## src/rtl/dpid_pkg.sv

```systemverilog
package dpid_pkg;

  localparam int unsigned SampleW  = 16;
  localparam int unsigned PowerW   = 32;
  localparam int unsigned ProductW = 2 * PowerW;
  localparam int unsigned RootW    = ProductW / 2;
  localparam int unsigned SumW     = 40;
  localparam int unsigned FactorW  = 9;
  localparam int unsigned MaxFactor = 256;
  localparam int unsigned StepW    = 3;
  localparam int unsigned RootCntW = $clog2(RootW);

  localparam logic [FactorW-1:0] FactorReset = FactorW'(1);
  localparam logic [FactorW-1:0] FactorMax   = FactorW'(MaxFactor);
  localparam logic [SumW-1:0]    SumMax      = {SumW{1'b1}};

  // Steps of the power sequence on the shared squarer
  localparam logic [StepW-1:0] StepXr  = 3'd0;
  localparam logic [StepW-1:0] StepXi  = 3'd1;
  localparam logic [StepW-1:0] StepYr  = 3'd2;
  localparam logic [StepW-1:0] StepYi  = 3'd3;
  localparam logic [StepW-1:0] StepPx  = 3'd4;
  localparam logic [StepW-1:0] StepPy  = 3'd5;
  localparam logic [StepW-1:0] StepSum = 3'd6;

  typedef enum logic [2:0] {
    StIdle,
    StPower,
    StStart,
    StRoot,
    StAcc
  } state_e;

  // Handshake between the sequencer and the root unit
  typedef struct packed {
    logic start;
  } root_req_t;

  typedef struct packed {
    logic done;
  } root_rsp_t;

endpackage

```

## src/rtl/dual_pol_intensity_downsampler.sv

```systemverilog
// Dual-polarisation intensity downsampler. Each input item carries one
// complex X and one complex Y sample (16-bit two's complement parts) in
// s_axis_tdata, with s_axis_tlast marking the last sample of a subband run.
// The block forms Px = xr^2 + xi^2 and Py = yr^2 + yi^2, takes the exact
// integer root floor(sqrt(Px^2 + Py^2)) and adds it to a 40-bit saturating
// accumulator. After as many samples as the decimation factor (0 acts as 1,
// above 256 acts as 256) it emits the 40-bit sum on m_axis_tdata and clears
// the group. A run end emits a group that the sample completes and drops a
// partial one.
// Each item passes in order through accept, the shared squarer (six squares
// and the final add), the start of the root unit, the root unit at one result
// bit per cycle, and the accumulate step; s_axis_tready is high
// only while the block waits for an item. A finished sum waits in the output
// register while the next item is taken; the accumulate cycle holds only if
// that register is still full. Write the factor through cfg_we_i while idle.
module dual_pol_intensity_downsampler import dpid_pkg::*; (
  input  logic               clk_i,
  input  logic               rst_ni,
  // Configuration: decimation factor
  input  logic               cfg_we_i,
  input  logic [FactorW-1:0] cfg_wdata_i,
  // Input items
  input  logic               s_axis_tvalid,
  output logic               s_axis_tready,
  // [15:0] x_real, [31:16] x_imag, [47:32] y_real, [63:48] y_imag
  input  logic [63:0]        s_axis_tdata,
  input  logic               s_axis_tlast,   // run_end
  // Result items
  output logic               m_axis_tvalid,
  input  logic               m_axis_tready,
  // [39:0] intensity_sum
  output logic [39:0]        m_axis_tdata
);

  state_e state_q, state_d;

  logic [FactorW-1:0] factor_q;
  logic [StepW-1:0]   step_q, step_d;

  // Latched sample
  logic signed [SampleW-1:0] xr_q, xi_q, yr_q, yi_q;
  logic                      last_q;

  // Power and radicand registers
  logic [PowerW-1:0]   px_q, py_q;
  logic [ProductW-1:0] rad_q;

  // Group state
  logic [SumW-1:0]    acc_q;
  logic [FactorW-1:0] cnt_q;

  // Output register
  logic            out_valid_q, out_valid_d;
  logic [SumW-1:0] out_data_q;

  // Shared squarer and root unit
  logic [PowerW-1:0]   sqr_op;
  logic [ProductW-1:0] prod;
  root_req_t           root_req;
  root_rsp_t           root_rsp;
  logic [RootW-1:0]    root;

  logic s_acc, out_free, acc_go;
  logic [SumW:0]      acc_sum;
  logic [SumW-1:0]    acc_new;
  logic [FactorW-1:0] cnt_new;
  logic [FactorW-1:0] factor_act;
  logic               emit;

  function automatic logic [SampleW-1:0] abs16(logic signed [SampleW-1:0] v);
    logic [SampleW-1:0] u;
    u = v;
    return v[SampleW-1] ? (~u + SampleW'(1)) : u;
  endfunction

  assign s_acc    = s_axis_tvalid && s_axis_tready;
  assign out_free = !out_valid_q || m_axis_tready;
  assign acc_go   = (state_q == StAcc) && out_free;

  // Next state
  always_comb begin
    state_d = state_q;
    step_d  = step_q;
    case (state_q)
      StIdle: begin
        if (s_axis_tvalid) begin
          state_d = StPower;
          step_d  = StepXr;
        end
      end
      StPower: begin
        step_d = step_q + StepW'(1);
        if (step_q == StepSum) begin
          state_d = StStart;
        end
      end
      StStart: state_d = StRoot;
      StRoot: begin
        if (root_rsp.done) begin
          state_d = StAcc;
        end
      end
      StAcc: begin
        if (out_free) begin
          state_d = StIdle;
        end
      end
      default: state_d = StIdle;
    endcase
  end

  // Control outputs
  always_comb begin
    s_axis_tready  = 1'b0;
    root_req.start = 1'b0;
    case (state_q)
      StIdle:  s_axis_tready  = 1'b1;
      StStart: root_req.start = 1'b1;
      default: ;
    endcase
  end

  // Squarer operand for each power step; powers feed back for their squares
  always_comb begin
    sqr_op = '0;
    if (state_q == StPower) begin
      case (step_q)
        StepXr:  sqr_op = PowerW'(abs16(xr_q));
        StepXi:  sqr_op = PowerW'(abs16(xi_q));
        StepYr:  sqr_op = PowerW'(abs16(yr_q));
        StepYi:  sqr_op = PowerW'(abs16(yi_q));
        StepPx:  sqr_op = px_q;
        StepPy:  sqr_op = py_q;
        default: sqr_op = '0;
      endcase
    end
  end

  dpid_sqr u_sqr (
    .clk_i  (clk_i),
    .op_i   (sqr_op),
    .prod_o (prod)
  );

  dpid_isqrt u_isqrt (
    .clk_i  (clk_i),
    .rst_ni (rst_ni),
    .req_i  (root_req),
    .rsp_o  (root_rsp),
    .rad_i  (rad_q),
    .root_o (root)
  );

  // Clamp the factor into 1..MaxFactor
  always_comb begin
    factor_act = factor_q;
    if (factor_q == '0) begin
      factor_act = FactorW'(1);
    end else if (factor_q > FactorMax) begin
      factor_act = FactorMax;
    end
  end

  // Saturating accumulate; count stays at or below MaxFactor
  assign acc_sum = (SumW+1)'(acc_q) + (SumW+1)'(root);
  assign acc_new = acc_sum[SumW] ? SumMax : acc_sum[SumW-1:0];
  assign cnt_new = cnt_q + FactorW'(1);
  assign emit    = cnt_new >= factor_act;

  always_comb begin
    out_valid_d = out_valid_q && !m_axis_tready;
    if (acc_go && emit) begin
      out_valid_d = 1'b1;
    end
  end

  always_ff @(posedge clk_i or negedge rst_ni) begin
    if (!rst_ni) begin
      state_q     <= StIdle;
      step_q      <= StepXr;
      factor_q    <= FactorReset;
      acc_q       <= '0;
      cnt_q       <= '0;
      out_valid_q <= 1'b0;
    end else begin
      state_q     <= state_d;
      step_q      <= step_d;
      out_valid_q <= out_valid_d;
      if (cfg_we_i) begin
        factor_q <= cfg_wdata_i;
      end
      if (acc_go) begin
        // Clear on a full group or a run end; otherwise keep the running sum
        if (emit || last_q) begin
          acc_q <= '0;
          cnt_q <= '0;
        end else begin
          acc_q <= acc_new;
          cnt_q <= cnt_new;
        end
      end
    end
  end

  // Payload: latched sample, power steps, output data
  always_ff @(posedge clk_i) begin
    if (s_acc) begin
      xr_q   <= s_axis_tdata[15:0];
      xi_q   <= s_axis_tdata[31:16];
      yr_q   <= s_axis_tdata[47:32];
      yi_q   <= s_axis_tdata[63:48];
      last_q <= s_axis_tlast;
    end
    if (state_q == StPower) begin
      case (step_q)
        StepXi:  px_q  <= prod[PowerW-1:0];
        StepYr:  px_q  <= px_q + prod[PowerW-1:0];
        StepYi:  py_q  <= prod[PowerW-1:0];
        StepPx:  py_q  <= py_q + prod[PowerW-1:0];
        StepPy:  rad_q <= prod;
        StepSum: rad_q <= rad_q + prod;
        default: ;
      endcase
    end
    if (acc_go && emit) begin
      out_data_q <= acc_new;
    end
  end

  assign m_axis_tvalid = out_valid_q;
  assign m_axis_tdata  = out_data_q;

endmodule

```

## src/rtl/dpid_sqr.sv

```systemverilog
module dpid_sqr import dpid_pkg::*; (
  input  logic                clk_i,
  input  logic [PowerW-1:0]   op_i,
  output logic [ProductW-1:0] prod_o
);

  logic [ProductW-1:0] prod_q;

  // Square the operand; register the product for the next step
  always_ff @(posedge clk_i) begin
    prod_q <= ProductW'(op_i) * ProductW'(op_i);
  end

  assign prod_o = prod_q;

endmodule

```

## src/rtl/dpid_isqrt.sv

```systemverilog
module dpid_isqrt import dpid_pkg::*; (
  input  logic                clk_i,
  input  logic                rst_ni,
  input  root_req_t           req_i,
  output root_rsp_t           rsp_o,
  input  logic [ProductW-1:0] rad_i,
  output logic [RootW-1:0]    root_o
);

  localparam int unsigned RemW = RootW + 3;

  logic                busy_q, busy_d;
  logic [RootCntW-1:0] cnt_q, cnt_d;
  logic [ProductW-1:0] sh_q, sh_d;
  logic [RemW-1:0]     rem_q, rem_d;
  logic [RootW-1:0]    root_q, root_d;

  logic [RemW-1:0] rem_sh;
  logic [RemW-1:0] trial;
  logic            ge;

  // One result bit per cycle: bring down two radicand bits, try (root<<2)|1
  assign rem_sh = {rem_q[RemW-3:0], sh_q[ProductW-1 -: 2]};
  assign trial  = {1'b0, root_q, 2'b01};
  assign ge     = rem_sh >= trial;

  always_comb begin
    busy_d = busy_q;
    cnt_d  = cnt_q;
    sh_d   = sh_q;
    rem_d  = rem_q;
    root_d = root_q;
    if (req_i.start) begin
      busy_d = 1'b1;
      cnt_d  = '0;
      sh_d   = rad_i;
      rem_d  = '0;
      root_d = '0;
    end else if (busy_q) begin
      sh_d   = {sh_q[ProductW-3:0], 2'b00};
      rem_d  = ge ? (rem_sh - trial) : rem_sh;
      root_d = {root_q[RootW-2:0], ge};
      cnt_d  = cnt_q + RootCntW'(1);
      if (cnt_q == RootCntW'(RootW - 1)) begin
        busy_d = 1'b0;
      end
    end
  end

  always_ff @(posedge clk_i or negedge rst_ni) begin
    if (!rst_ni) begin
      busy_q <= 1'b0;
      cnt_q  <= '0;
    end else begin
      busy_q <= busy_d;
      cnt_q  <= cnt_d;
    end
  end

  always_ff @(posedge clk_i) begin
    sh_q   <= sh_d;
    rem_q  <= rem_d;
    root_q <= root_d;
  end

  // Final iteration happens at this edge
  assign rsp_o.done = busy_q && (cnt_q == RootCntW'(RootW - 1));
  assign root_o     = root_q;

endmodule
```

## config.mk

```make
export PLATFORM = sky130hd
export DESIGN_NAME = dual_pol_intensity_downsampler
export DESIGN_NICKNAME = d
export VERILOG_FILES = /design/src/rtl/dpid_pkg.sv /design/src/rtl/dual_pol_intensity_downsampler.sv /design/src/rtl/dpid_sqr.sv /design/src/rtl/dpid_isqrt.sv
export SDC_FILE = /design/constraint.sdc
export NUM_CORES = 2
export LEC_CHECK = 0
export BUFFER_PORTS_ARGS = -buffer_cell sky130_fd_sc_hd__buf_2
export CAP_MARGIN = 30
export CORE_MARGIN = 2
export CORE_UTILIZATION = 37
export DETAILED_ROUTE_END_ITERATION = 12
export GPL_ROUTABILITY_DRIVEN = 0
export HOLD_SLACK_MARGIN = 0.06
export PLACE_DENSITY_LB_ADDON = 0.05
export SLEW_MARGIN = 20
export SYNTH_ARGS = -nofsm -noshare
export SYNTH_HDL_FRONTEND = slang
export SYNTH_SLANG_ARGS = --single-unit
```

## constraint.sdc

```tcl
create_clock -name clk_i -period 26.9 [get_ports clk_i]
set_input_delay 5.38 -clock clk_i [delete_from_list [all_inputs] [get_ports clk_i]]
set_output_delay 5.38 -clock clk_i [all_outputs]
set_load 0.05 [all_outputs]
```

==> reports/qor.csv <==
stage,metric,value,unit
timing,worst_pin_slew,1120,ps
timing,finClkSkew,51.2,ps
synthesis,synth_flop_cell,edfxtp_1,
worst_setup_path,cp_max_fo,73,
power,p_sw,0.00369,W
synthesis,syn_area,0.0589,sq mm
cts,cts_setup_buffers,0,
cts,cts_hold_buf,0,
power,swShare,0.520,
cts,clockBufferDepth,3,
power,p_leak,31.9,nW
min_path,hp-class,flip-flop to flip-flop,
cts,htree_levels,3,
global_routing,track_usage,0.244,
cts,clock_latency,660,ps
timing,period_needed,11890,ps
place,port_buffers,120,
floorplanning,die_y,403,microns
floorplanning,num_rows,146,
finish,synthToLayoutAreaGrowth,9.39,%
finish,finalNonFillerCells,8566,
floorplanning,core_area,0.158,sq mm
global_routing,grt_pass1_vias,46549,
worst_setup_path,start_kind,flip-flop,
job,max_cap_violations,0,
timing,slew_headroom,0.247,
global_routing,antenna_found_initial,4,
timing,layout_setup_ws,15010,ps
power,power_frac_seq,0.178,
floorplanning,dieWidth,403,microns
routing,postRouteAntennaNets,0,
synthesis,synth_top_area_frac,0.275,
routing,drc,0,
timing,max_freq,84.1,MHz
power,clockPowerShare,0.133,
worst_setup_path,worstPathArrival,12430,ps
synthesis,ys_top_cells_by_count,"inv_1, nand2_1, fa_1",
finish,final_net_count,7801,
cts,ctsResizeCount,0,
floorplanning,die_area,0.162,sq mm
synthesis,ys_async_sr_fraction,0.143,
timing,setup_tns,0,ps
floorplanning,start_util,0.372,
synthesis,synth_fp_nets,7736,
routing,wirelength,197000,microns
synthesis,synth_edf_count,297,
status,outcome,completed,
power,p_per_area,110,mW/mm^2
place,place_ws,15090,ps
worst_setup_path,required,27440,ps
worst_setup_path,endpoint_kind,flip-flop,
timing,report.final.slew_viol_count,0,
power,p_comb_frac,0.689,
power,p_int,0.00341,W
cts,clkTransAtPathRegs,60,ps
synthesis,yosysMostFrequentCell,inv_1,
worst_setup_path,crit_type,flip-flop to flip-flop,
synthesis,yosys.cell_types.count,100,
global_routing,gr-total-overflow,0,
routing,wire_per_inst,23.0,microns
routing,drtPass1Iterations,6,
global_routing,grt_pass1_wl,299000,microns
place,dp_hpwl,158000,microns
synthesis,synthTopCellsByArea,"fa_1, edfxtp_1, ha_1, inv_1, nand2_1",
routing,drt_iter0_markers,3007,
synthesis,synth_warnings,0,
timing,period_share,0.442,
cts,cts_buffers,66,
synthesis,synth-seq-cells,496,
finish,drive_gt1_frac,0.0656,
synthesis,synth_largest_area_cell,fa_1,
timing,hold_viol_final,0,
cts,numClockSinks,496,
power,peakVddDrop,99.2,uV
synthesis,yosysSeqAreaShare,0.225,
routing,viasPerCell,5.21,
synthesis,postSynthAreaPerCell,9.24,sq um
floorplanning,io_pins,121,
cts,root_buffer,clkbuf_16,
routing,vias,44590,
cts,cts_tree,done,
timing,setup_viol,0,
timing,grt_setup_unrepaired,no,
global_routing,grt_max_degree,86,
synthesis,synthCells,6374,
place,place_inst,8442,
power groups by stage:
stage          sequential, W  clock, W  combinational (W)
2_1_floorplan        0.00119         0            0.00331
3_3_place_gp         0.00128         0            0.00484
3_5_place_dp         0.00128         0            0.00484
4_1_cts              0.00127  0.000978            0.00488
5_1_grt              0.00129   0.00100            0.00544
6_report             0.00127  0.000946            0.00489
placed cells by master (no fill, tap or decap), types with 54 or more instances in the layout:
cell / n
inv_1: 1099
nand2_1: 879
fa_1: 809
ha_1: 474
nor2_1: 401
o21ai_0: 307
edfxtp_1: 297
a21oi_1: 286
xnor2_1: 162
a21o_1: 149
xor2_1: 135
dfxtp_1: 128
buf_2: 119
buf_4: 100
nand3_1: 73
dfrtp_1: 69
clkbuf_16: 69
mux2i_1: 65
nand4_1: 58
a22o_1: 54
metal layers:
layer	global-route usage	vias up	part of all wire
met5	0	-	0.00013
met4	0.0641	4	0.030
met3	0.0364	266	0.052
met2	0.386	1055	0.45
met1	0.349	22251	0.47
li1	-	21014	-
registers in the layout, indices dropped and copies added (netlist names), 32 cells and up:
register,flops
px_q,32
m_axis_tdata,40
acc_q,40
u_sqr.prod_o,63
u_isqrt.root_o,32
py_q,32
u_isqrt.rem_q,33
u_isqrt.sh_q,64
rad_q,64
cell families after synthesis:
logic type | count (synthesis) | share of synthesized area
and+or+nand+nor | 1712 | 0.127
muxes | 81 | 0.0141
DFF | 496 | 0.225
AOI/OAI and AO/OA | 1169 | 0.128
xor gates and xnor gates | 297 | 0.0442
buffers and inverters | 1336 | 0.0863
adders and majority gates | 1283 | 0.376
through the flow:
| step | hold WS [ps] | instance area, sq um | power [W] | utilization |
|---|---|---|---|---|
| floorplan | 441 | 58900 | 0.00449 | - |
| global placement | 465 | 62000 | 0.00612 | 0.392 |
| detailed placement | 474 | 62100 | 0.00613 | 0.392 |
| CTS | 485 | 64400 | 0.00713 | 0.407 |
| global route | 519 | 64400 | 0.00774 | 0.407 |
| finish | 492 | 64400 | 0.00710 | 0.407 |
final timing paths:
| kind | start | to | slack, ps | cells past startpoint |
|---|---|---|---|---|
| setup / recovery | step_q[2] | u_sqr.prod_o[58] | 15010 | 27 |
| hold / removal | u_isqrt.sh_q[14] | u_isqrt.sh_q[16] | 490 | 2 |
| setup reg to reg | step_q[2] | u_sqr.prod_o[58] | 15010 | 27 |
| hold reg to reg | u_isqrt.sh_q[14] | u_isqrt.sh_q[16] | 490 | 2 |
| max in group asynchronous | rst_ni | u_isqrt.busy_q | 21120 | 2 |
| min in group asynchronous | rst_ni | factor_q[8] | 4590 | 1 |
worst max-delay path, cell delays in order, from the launching register on:
cell and delay (ps):
dfrtp_1 770, clkinv_1 550, nand2_2 180, buf_4 600, o22ai_1 250, a221oi_2 590, nand2_1 850, nand2_1 650
nor2_1 210, fa_1 570, inv_1 60, fa_1 540, inv_1 50, fa_1 480, fa_1 470, fa_1 540
fa_1 470, fa_1 530, fa_1 420, ha_1 520, nand4_1 210, or3_1 440, or4_1 470, o211ai_1 440
a31o_2 320, a21o_1 220, nor4_1 80, nor3_1 260
final cells by class:
type,count,area [sq um]
Tap cell,2072,2590
Timing Repair Buffer,222,1400
Clock buffer,91,1910
Multi-Input combinational cell,4542,40700
Fill cell,15955,93800
Antenna cell,1,2.50
Clock inverter,31,428
Inverter,1111,4170
Sequential cell,496,13300
No activity file was read; power rests on OpenSTA's default activity.
